### src/hdl/xcfb_pkg.sv
// shared types and constants of the xor checked frame builder
package xcfb_pkg;

  localparam int ByteW = 8;
  localparam int WordW = 16;
  localparam int CfgIdxW = 8;
  localparam int CmdQueueDepth = 2;

  // configuration register indexes
  localparam logic [CfgIdxW-1:0] REG_HEADER = 8'd0;
  localparam logic [CfgIdxW-1:0] REG_TAIL = 8'd1;

  // byte pair being sent by the back end
  localparam logic [1:0] SEG_HEAD = 2'd0;
  localparam logic [1:0] SEG_WORD = 2'd1;
  localparam logic [1:0] SEG_CHK = 2'd2;

  typedef struct packed {
    logic             first;
    logic             present;
    logic             last;
    logic [ByteW-1:0] func;
    logic [WordW-1:0] word;
  } cmd_t;

endpackage

### src/hdl/xcfb_front.sv
// front end: tracks the open frame and drops items that produce no bytes
module xcfb_front (
  input  logic                         clk_i,
  input  logic                         rst_ni,
  input  logic                         push,
  output logic                         full,
  input  logic [xcfb_pkg::ByteW-1:0]   func_code_i,
  input  logic signed [xcfb_pkg::WordW-1:0] data_word_i,
  input  logic                         first_word_i,
  input  logic                         last_word_i,
  input  logic                         word_present_i,
  input  logic                         cmd_full_i,
  output logic                         cmd_push_o,
  output xcfb_pkg::cmd_t               cmd_o
);

  logic in_frame_q, in_frame_d;
  logic accept;
  logic live;

  assign full = cmd_full_i;
  assign accept = push && !cmd_full_i;
  // an item counts if it opens a frame or arrives inside one
  assign live = first_word_i || in_frame_q;

  assign cmd_push_o = accept && live && (first_word_i || word_present_i || last_word_i);

  assign cmd_o.first = first_word_i;
  assign cmd_o.present = word_present_i;
  assign cmd_o.last = last_word_i;
  assign cmd_o.func = func_code_i;
  assign cmd_o.word = $unsigned(data_word_i);

  always_comb begin
    in_frame_d = in_frame_q;
    if (accept && live) begin
      in_frame_d = !last_word_i;
    end
  end

  always_ff @(posedge clk_i or negedge rst_ni) begin
    if (!rst_ni) begin
      in_frame_q <= 1'b0;
    end else begin
      in_frame_q <= in_frame_d;
    end
  end

endmodule

### src/hdl/xcfb_cmd_fifo.sv
// short command queue between the front and back ends
module xcfb_cmd_fifo #(
  parameter int Depth = xcfb_pkg::CmdQueueDepth
) (
  input  logic           clk_i,
  input  logic           rst_ni,
  input  logic           push_i,
  input  xcfb_pkg::cmd_t data_i,
  output logic           full_o,
  input  logic           pop_i,
  output logic           empty_o,
  output xcfb_pkg::cmd_t data_o
);

  localparam int PtrW = $clog2(Depth);
  localparam int CntW = $clog2(Depth + 1);

  xcfb_pkg::cmd_t mem_q [Depth];
  logic [PtrW-1:0] wr_ptr_q, rd_ptr_q;
  logic [CntW-1:0] count_q;
  logic do_push, do_pop;

  assign full_o = (count_q == CntW'(Depth));
  assign empty_o = (count_q == '0);
  assign do_push = push_i && !full_o;
  assign do_pop = pop_i && !empty_o;
  assign data_o = mem_q[rd_ptr_q];

  always_ff @(posedge clk_i) begin
    if (do_push) begin
      mem_q[wr_ptr_q] <= data_i;
    end
  end

  always_ff @(posedge clk_i or negedge rst_ni) begin
    if (!rst_ni) begin
      wr_ptr_q <= '0;
      rd_ptr_q <= '0;
      count_q <= '0;
    end else begin
      if (do_push) begin
        wr_ptr_q <= (wr_ptr_q == PtrW'(Depth - 1)) ? '0 : wr_ptr_q + 1'b1;
      end
      if (do_pop) begin
        rd_ptr_q <= (rd_ptr_q == PtrW'(Depth - 1)) ? '0 : rd_ptr_q + 1'b1;
      end
      if (do_push && !do_pop) begin
        count_q <= count_q + 1'b1;
      end else if (do_pop && !do_push) begin
        count_q <= count_q - 1'b1;
      end
    end
  end

endmodule

### src/hdl/xcfb_back.sv
// back end: walks each command byte by byte, keeps the checksum, drives the output register
module xcfb_back (
  input  logic                          clk_i,
  input  logic                          rst_ni,
  input  logic                          cfg_valid_i,
  input  logic [xcfb_pkg::CfgIdxW-1:0]  cfg_index_i,
  input  logic [xcfb_pkg::ByteW-1:0]    cfg_data_i,
  input  logic                          cmd_empty_i,
  input  xcfb_pkg::cmd_t                cmd_i,
  output logic                          cmd_pop_o,
  input  logic                          pop,
  output logic                          empty,
  output logic [xcfb_pkg::ByteW-1:0]    out_byte_o,
  output logic                          frame_end_o
);

  logic [xcfb_pkg::ByteW-1:0] header_q, tail_q;
  xcfb_pkg::cmd_t cur_q, cur_d;
  logic cur_valid_q, cur_valid_d;
  logic [1:0] seg_q, seg_d;
  logic half_q, half_d;
  logic [xcfb_pkg::ByteW-1:0] xor_q, xor_d;
  logic out_valid_q, out_valid_d;
  logic [xcfb_pkg::ByteW-1:0] out_byte_q, out_byte_d;
  logic out_end_q, out_end_d;

  logic [xcfb_pkg::ByteW-1:0] byte_val;
  logic byte_end;
  logic seg_done, advance, load;
  logic [1:0] start_seg;

  assign empty = !out_valid_q;
  assign out_byte_o = out_byte_q;
  assign frame_end_o = out_end_q;

  always_comb begin
    byte_val = '0;
    byte_end = 1'b0;
    case (seg_q)
      xcfb_pkg::SEG_HEAD: byte_val = half_q ? cur_q.func : header_q;
      xcfb_pkg::SEG_WORD: byte_val = half_q ? cur_q.word[7:0] : cur_q.word[15:8];
      xcfb_pkg::SEG_CHK: begin
        byte_val = half_q ? tail_q : xor_q;
        byte_end = half_q;
      end
      default: byte_val = '0;
    endcase
  end

  // last byte of the current command
  assign seg_done = half_q && ((seg_q == xcfb_pkg::SEG_CHK)
                    || (seg_q == xcfb_pkg::SEG_WORD && !cur_q.last)
                    || (seg_q == xcfb_pkg::SEG_HEAD && !cur_q.present && !cur_q.last));
  assign advance = cur_valid_q && (!out_valid_q || pop);
  assign load = !cmd_empty_i && (!cur_valid_q || (advance && seg_done));
  assign cmd_pop_o = load;
  assign start_seg = cmd_i.first ? xcfb_pkg::SEG_HEAD :
                     cmd_i.present ? xcfb_pkg::SEG_WORD : xcfb_pkg::SEG_CHK;

  always_comb begin
    cur_d = cur_q;
    cur_valid_d = cur_valid_q;
    seg_d = seg_q;
    half_d = half_q;
    xor_d = xor_q;
    out_valid_d = out_valid_q;
    out_byte_d = out_byte_q;
    out_end_d = out_end_q;

    if (out_valid_q && pop) begin
      out_valid_d = 1'b0;
    end

    if (advance) begin
      out_valid_d = 1'b1;
      out_byte_d = byte_val;
      out_end_d = byte_end;
      // header restarts the checksum, the tail is not part of it
      if (seg_q == xcfb_pkg::SEG_HEAD && !half_q) begin
        xor_d = byte_val;
      end else if (!byte_end) begin
        xor_d = xor_q ^ byte_val;
      end
      if (seg_done) begin
        cur_valid_d = 1'b0;
      end else if (!half_q) begin
        half_d = 1'b1;
      end else begin
        half_d = 1'b0;
        seg_d = (seg_q == xcfb_pkg::SEG_HEAD && cur_q.present) ?
                xcfb_pkg::SEG_WORD : xcfb_pkg::SEG_CHK;
      end
    end

    if (load) begin
      cur_d = cmd_i;
      cur_valid_d = 1'b1;
      seg_d = start_seg;
      half_d = 1'b0;
    end
  end

  always_ff @(posedge clk_i) begin
    cur_q <= cur_d;
    out_byte_q <= out_byte_d;
    out_end_q <= out_end_d;
  end

  always_ff @(posedge clk_i or negedge rst_ni) begin
    if (!rst_ni) begin
      header_q <= '0;
      tail_q <= '0;
      cur_valid_q <= 1'b0;
      seg_q <= xcfb_pkg::SEG_HEAD;
      half_q <= 1'b0;
      xor_q <= '0;
      out_valid_q <= 1'b0;
    end else begin
      if (cfg_valid_i && cfg_index_i == xcfb_pkg::REG_HEADER) begin
        header_q <= cfg_data_i;
      end
      if (cfg_valid_i && cfg_index_i == xcfb_pkg::REG_TAIL) begin
        tail_q <= cfg_data_i;
      end
      cur_valid_q <= cur_valid_d;
      seg_q <= seg_d;
      half_q <= half_d;
      xor_q <= xor_d;
      out_valid_q <= out_valid_d;
    end
  end

endmodule

### src/hdl/xor_checked_frame_builder.sv
// top level of the xor checked frame builder
// Turns payload words into a byte frame: header and function code on the first item,
// each present word high byte first, then on the last item an XOR checksum of all
// earlier frame bytes and the tail byte, flagged by frame_end_o. Items are taken one
// per cycle while the command queue (CmdDepth entries) has room; the output register
// sends one byte per cycle while pop is high. A plain word makes 2 bytes, and an
// item that opens and closes a frame up to 6. The first byte of an item goes through
// the command queue and the current-command register to the output register.
// Items outside an open frame, and word-less items in mid-frame that do not close it,
// produce nothing. Header and tail registers are written through the cfg channel,
// which is always ready; the user must write them only while no item is in flight,
// not enforced by the block; index 0 is the header, index 1 the tail, others ignored.
module xor_checked_frame_builder #(
  parameter int CmdDepth = xcfb_pkg::CmdQueueDepth
) (
  input  logic                               clk_i,
  input  logic                               rst_ni,
  input  logic                               cfg_valid_i,
  output logic                               cfg_ready_o,
  input  logic [xcfb_pkg::CfgIdxW-1:0]       cfg_index_i,
  input  logic [xcfb_pkg::ByteW-1:0]         cfg_data_i,
  input  logic                               push,
  output logic                               full,
  input  logic [xcfb_pkg::ByteW-1:0]         func_code_i,
  input  logic signed [xcfb_pkg::WordW-1:0]  data_word_i,
  input  logic                               first_word_i,
  input  logic                               last_word_i,
  input  logic                               word_present_i,
  output logic                               empty,
  input  logic                               pop,
  output logic [xcfb_pkg::ByteW-1:0]         out_byte_o,
  output logic                               frame_end_o
);

  logic cmd_full, cmd_push, cmd_empty, cmd_pop;
  xcfb_pkg::cmd_t cmd_in, cmd_head;

  assign cfg_ready_o = 1'b1;

  xcfb_front u_front (
    .clk_i          (clk_i),
    .rst_ni         (rst_ni),
    .push           (push),
    .full           (full),
    .func_code_i    (func_code_i),
    .data_word_i    (data_word_i),
    .first_word_i   (first_word_i),
    .last_word_i    (last_word_i),
    .word_present_i (word_present_i),
    .cmd_full_i     (cmd_full),
    .cmd_push_o     (cmd_push),
    .cmd_o          (cmd_in)
  );

  xcfb_cmd_fifo #(
    .Depth (CmdDepth)
  ) u_cmd_fifo (
    .clk_i   (clk_i),
    .rst_ni  (rst_ni),
    .push_i  (cmd_push),
    .data_i  (cmd_in),
    .full_o  (cmd_full),
    .pop_i   (cmd_pop),
    .empty_o (cmd_empty),
    .data_o  (cmd_head)
  );

  xcfb_back u_back (
    .clk_i       (clk_i),
    .rst_ni      (rst_ni),
    .cfg_valid_i (cfg_valid_i),
    .cfg_index_i (cfg_index_i),
    .cfg_data_i  (cfg_data_i),
    .cmd_empty_i (cmd_empty),
    .cmd_i       (cmd_head),
    .cmd_pop_o   (cmd_pop),
    .pop         (pop),
    .empty       (empty),
    .out_byte_o  (out_byte_o),
    .frame_end_o (frame_end_o)
  );

endmodule

### config.mk
export PLATFORM = sky130hd
export DESIGN_NAME = xor_checked_frame_builder
export DESIGN_NICKNAME = d
export VERILOG_FILES = /design/src/hdl/xcfb_pkg.sv /design/src/hdl/xcfb_front.sv /design/src/hdl/xcfb_cmd_fifo.sv /design/src/hdl/xcfb_back.sv /design/src/hdl/xor_checked_frame_builder.sv
export SDC_FILE = /design/constraint.sdc
export NUM_CORES = 1
export LEC_CHECK = 0
export BUFFER_PORTS_ARGS = -buffer_cell sky130_fd_sc_hd__buf_2
export CORE_UTILIZATION = 40
export CTS_CLUSTER_DIAMETER = 30
export CTS_CLUSTER_SIZE = 8
export DETAILED_ROUTE_END_ITERATION = 6
export PLACE_DENSITY = 0.61
export SLEW_MARGIN = 15
export SYNTH_ARGS = -nofsm -noshare
export SYNTH_HDL_FRONTEND = slang
export SYNTH_SLANG_ARGS = --single-unit
### constraint.sdc
create_clock -name clk_i -period 4 [get_ports clk_i]
set_input_delay 1.2 -clock clk_i [delete_from_list [all_inputs] [get_ports clk_i]]
set_output_delay 1.2 -clock clk_i [all_outputs]
set_load 0.05 [all_outputs]
* Yosys cells after proc, flatten, opt, wreduce, memory -nomap -nowiden
Memories as Yosys holds them, arrays and structs flattened. Index checks and enable logic that the tools add are counted.
Storage, ports and cells: memories 1, output and inout bits 12, input bits 48, flip-flop bits (word level) 69, logic and storage cells 106, memory bits (writable) 54
Operators by class: bitwise logic cells 1, multiplexer cells 29, add/sub/neg operators 4, reductions and logical operators 48, equal/unequal tests 6
Memory list:
- u_cmd_fifo.mem_q | depth 2, width 27, read ports 1, clocked after memory_dff 0, write ports 1, line xcfb_cmd_fifo.sv:18 | xcfb_pkg::cmd_t mem_q [Depth];
Operators with widths (count):
- 8-bit two-way mux | 5
- 8-bit case mux with 3 select lines | 1
- 1-bit logical AND | 19
- 2-bit two-way mux | 9
- 1-bit two-way mux | 14
- 1-bit logical NOT | 10
- 2-bit nonzero test | 5
- 8-bit by 1-bit == test with 1-bit output (second input constant) | 1
- 8-bit logical NOT | 1
- 8-bit bitwise XOR | 1
- 1-bit logical OR | 7
- 2-bit AND reduction | 3
- 2-bit == test (second input constant) | 2
- 2-bit logical NOT | 2
- 2-bit != test (second input constant) | 2
- 3-bit AND reduction | 1
- 1-bit adder (second input constant) | 2
- 2-bit by 1-bit adder with 2-bit output (second input constant) | 1
- 2-bit by 1-bit == test with 1-bit output (second input constant) | 1
- 2-bit by 1-bit subtractor with 2-bit output (second input constant) | 1

* Logic depth before layout (Yosys ltp)
depth after elaboration 12, mapped depth 9, gate-level depth less buffers 8

* By module
A second synthesis with hierarchy kept.
Unflattened totals: cells, all modules 332, area, all modules 5231.3 um^2
Modules (own cells, without submodules):
- xcfb_back | seq. area each 1776.7 um^2, area an instance 2698.8 um^2, cells each 191, instances 1
- xcfb_cmd_fifo | seq. area each 1721.7 um^2, area an instance 2244.7 um^2, cells each 103, instances 1
- xcfb_front | seq. area each 25.0 um^2, area an instance 276.5 um^2, cells each 36, instances 1
- xor_checked_frame_builder | seq. area each 0.0 um^2, area an instance 11.3 um^2, cells each 2, instances 1

* Least setup slack after synthesis
OpenSTA, ideal clock, no wires.
path kind in2reg, start in push, end mem u_cmd_fifo.mem_q[0][0] (netlist name), enable pin, arrival 2.723 ns, buffers on the path 0, slack 0.866 ns, stages 3, library setup time 0.411 ns, cell sequence nor2b_1 o21ai_0 nor2_1
Between the ends: word-level cells in the longest chain between the ends 6
RTL lines:
- from (decl) | line xor_checked_frame_builder.sv:22 | input logic push,
- 1-bit logical AND | line xcfb_front.sv:22 | assign accept = push && !cmd_full_i;
- 1-bit logical AND (2 in series) | line xcfb_front.sv:26 | assign cmd_push_o = accept && live && (first_word_i || word_present_i || last_word_i);
- 1-bit logical AND | line xcfb_cmd_fifo.sv:25 | assign do_push = push_i && !full_o;
- 1-bit two-way mux | line xcfb_cmd_fifo.sv:30 | if (do_push) begin
- 1-bit two-way mux (implied by the code) | line xcfb_cmd_fifo.sv:31 | mem_q[wr_ptr_q] <= data_i;
- to (decl) | line xcfb_cmd_fifo.sv:18
No other way between the ends.

* Worst setup path after layout
start in cfg_index_i[1] (netlist name), end reg u_back.header_q[2] (netlist name)
Between the ends: word-level cells in the longest chain between the ends 2
RTL lines:
- from (decl) | line xor_checked_frame_builder.sv:20 | input logic [xcfb_pkg::CfgIdxW-1:0] cfg_index_i,
- 8-bit logical NOT | line xcfb_back.sv:119 | if (cfg_valid_i && cfg_index_i == xcfb_pkg::REG_HEADER) begin
- 1-bit logical AND | line xcfb_back.sv:119
- to (signal assigned) | line xcfb_back.sv:120 | header_q <= cfg_data_i;
- to (decl) | line xcfb_back.sv:17 | logic [xcfb_pkg::ByteW-1:0] header_q, tail_q;
No other way between the ends. A chain may end at the register's enable or synchronous reset.

==> results_dict.tcl <==
set metrics [dict create \
    use_met2 0.217 \
    ioPinCount 60 \
    cp-start-kind "primary input" \
    clkTransAtPathRegs_ps 50 \
    grt_first_pass_wirelength_um 13700 \
    clock_path_buffers 2 \
    r2r-start "u_back.seg_q[0]" \
    avgSynthCellArea_um2 16.2 \
    yosys_register_bits 123 \
    setup_slack_ps 1350 \
    nNetsFinal 422 \
    numClockSinks 123 \
    synth_top_area_share 0.539 \
    drt-total-wl_um 8400 \
    path_max_fanout 8 \
    hold_end "u_back.out_valid_q" \
    cts-root-buf "clkbuf_16" \
    clock_latency_ps 410 \
    rsz0062_at_grt "false" \
    grt.total_usage 0.147 \
    pwr-share-clk 0.301 \
    io_buffer_count 58 \
    grt_overflow 0 \
    place_congestion 0.715 \
    seq_power_share 0.442 \
    synth_cells 306 \
    max_freq_ghz 0.378 \
    grt_use_met3 0.0402 \
    htreeDepth 4 \
    syn-num-nets 355 \
    grt_antenna_before_repair 0 \
    die_area_um2 12800 \
    syn2layout_area_growth_pct 19.9 \
    p_leak_nw 2.36 \
    post_cts_buffers 0 \
    antenna_cells 0 \
    cts_tree "done" \
    cap_violations 0 \
    synth_area_leaders "edfxtp_1 54%, dfrtp_1 17%, mux2_2 11%" \
    cts_hold_buf 0 \
    min_period_ps 2650 \
    grt_use_met1 0.193 \
    ys_seq_area_frac 0.710 \
    fill_cells 1042 \
    grt_pass1_vias 2615 \
    relSlewSlack 0.370 \
    top_usage_layer "met2" \
    period_share 0.662 \
    synth_area_um2 4960 \
    p_int_mw 3.19 \
    async_flop_share 0.276 \
    final_max_slew_viol_count 0 \
    outcome "finished, final reports clean" \
    hold_class "reg2reg" \
    worstHoldStart "u_back.cur_valid_q" \
    combPwrFrac 0.257 \
    skew_ps 5.63 \
    hold_viol 0 \
    core_area_um2 12100 \
    num_rows 40 \
    ctsResizeCount 0 \
    cts_made_buffers 17 \
    vias_per_cell 4.76 \
    worstReg2RegEnd "u_back.cur_q[8]" \
    reg2reg_slack_ps 1400 \
    wire_per_inst_um 15.2 \
    cp.arrival_ps 2940 \
    dr.pass1.iters 4 \
    setup_viol 0 \
    worstHoldPathCells 1 \
    die_x_um 113 \
    postRouteAntennaNets 0 \
    ir_worst_vdd_uv 279 \
    synth.distinct_cells 34 \
    swShare 0.311 \
    drive_gt1_frac 0.382 \
    tightest_slew_ps 945 \
    yosysWarnings 0 \
    fp.dieH_um 113 \
    tns_ps 0 \
    final_util 0.493 \
    drt_iter0_markers 116 \
    place_worst_setup_slack_ps 954 \
    switchingPower_mw 1.44 \
    reg2reg_depth 6 \
    synth_edf_count 89 \
    crit_path_end_kind "flip-flop" \
    remaining_drc_errors 0 \
    yosysTopAreaCell "edfxtp_1" \
    synth-main-ff-cell "edfxtp_1" \
    grt_max_degree 35 \
    power_density_nw_per_um2 779 \
    num_vias 2632 \
    start_util 0.411 \
    critical_path_class "in2reg" \
    dp_hpwl_um 5210 \
    cp_data_required_time_ps 4290 \
]
[cell families (layout without fill, tap and decap cells)]
group | Yosys count | in the layout | share of synthesized area
mux | 62 | 62 | 0.143
buf+inv | 20 | 99 | 0.0225
flops | 123 | 123 | 0.710
fa+ha+maj | 1 | 1 | 0.00252
simple gates | 58 | 58 | 0.0570
xor+xnor | 13 | 13 | 0.0230
compound gates | 28 | 28 | 0.0414
other cells | 1 | 1 | 0.000756
[how the worst max path moves through the flow]
stage / start / endpoint / slack, ps / depth (start not counted)
2_1_floorplan: push / u_cmd_fifo.mem_q[0][0] / 870 / 3
3_3_place_gp: cfg_index_i[1] / u_back.header_q[4] / 1000 / 5
3_5_place_dp: cfg_index_i[1] / u_back.header_q[4] / 950 / 5
4_1_cts: cfg_index_i[1] / u_back.header_q[2] / 1340 / 5
5_1_grt: u_back.seg_q[0] / u_back.cur_q[8] / 1170 / 6
6_report: cfg_index_i[1] / u_back.header_q[2] / 1350 / 5
[cell usage in the layout (no fill, tap or decap), types with 2 or more instances in the layout]
| cell type | instances |
|---|---|
| nand2b_1 | 4 |
| buf_2 | 58 |
| mux2_4 | 5 |
| inv_1 | 6 |
| a31oi_1 | 6 |
| nand3_1 | 4 |
| a221oi_2 | 3 |
| o21ai_0 | 4 |
| xnor2_1 | 9 |
| a211oi_1 | 2 |
| mux2_2 | 49 |
| and2_1 | 2 |
| xor2_1 | 4 |
| a221oi_1 | 3 |
| nor3_1 | 2 |
| edfxtp_1 | 89 |
| nor2b_1 | 3 |
| clkbuf_1 | 2 |
| bufinv_16 | 2 |
| nor2_1 | 5 |
| nand2_1 | 26 |
| clkbuf_16 | 17 |
| a21o_1 | 2 |
| clkinv_2 | 4 |
| buf_4 | 4 |
| dfrtp_1 | 33 |
| a21oi_1 | 6 |
| clkinv_1 | 5 |
| mux2i_1 | 8 |
| and3_1 | 8 |
[stage by stage]
stage	cells	area (µm²)	total power, mW	hold WS (ps)
detailed placement	522	5400	3.27	463
CTS	553	5940	4.69	478
floorplan	306	4960	2.99	442
finish	553	5940	4.63	474
global placement	522	5400	3.24	466
global route	553	5940	4.87	485
[sequential cells by signal, indices dropped and copies added, names as in the netlist]
signal               flops
u_back.out_byte_o        8
u_back.cur_q            26
u_back.tail_q            8
u_front.in_frame_q       1
u_back.cur_valid_q       1
u_cmd_fifo.wr_ptr_q      1
u_back.seg_q             2
u_back.frame_end_o       1
u_cmd_fifo.rd_ptr_q      1
u_back.xor_q             8
u_cmd_fifo.mem_q        54
u_back.half_q            1
u_cmd_fifo.count_q       2
u_back.out_valid_q       1
u_back.header_q          8
[synth_stat cells, drive strengths merged, types with 4 or more instances]
cell     n
a21oi    6
a221oi   6
a31oi    6
and3     8
buf     11
dfrtp   34
edfxtp  89
inv      6
mux2    54
mux2i    8
nand2   26
nand2b   4
nand3    4
nor2     6
o21ai    5
xnor2    9
xor2     4
[final cells by class]
class | instances | area (µm²) | share of cell area
clock buffers | 19 | 433 | 0.0728
clock inverters | 12 | 106 | 0.0179
multi-input cells | 163 | 1330 | 0.223
repair buffers | 62 | 320 | 0.0539
well taps | 168 | 210 | 0.0354
inverters | 6 | 22.5 | 0.00379
flip-flops and latches | 123 | 3520 | 0.593
[power groups by stage]
stage	Combinational (mW)	Clock, mW	Sequential, mW
CTS	1.21	1.43	2.05
global placement	1.18	0	2.06
finish	1.19	1.39	2.05
global route	1.30	1.47	2.09
detailed placement	1.20	0	2.07
floorplan	0.908	0	2.08
[metal layers]
metal  vias to the layer above  part of all wire
met2                        68              0.45
met5                         -                 0
met4                         0             0.021
met1                      1275              0.48
met3                        14             0.043
li1                       1275                 -
[worst max-delay path, stage by stage]
cell     delay (ps)
buf_2            90
nor4_1          240
and4b_1         230
nor2b_1         740
mux2_2          420
Power figures use the tool's default switching activity.
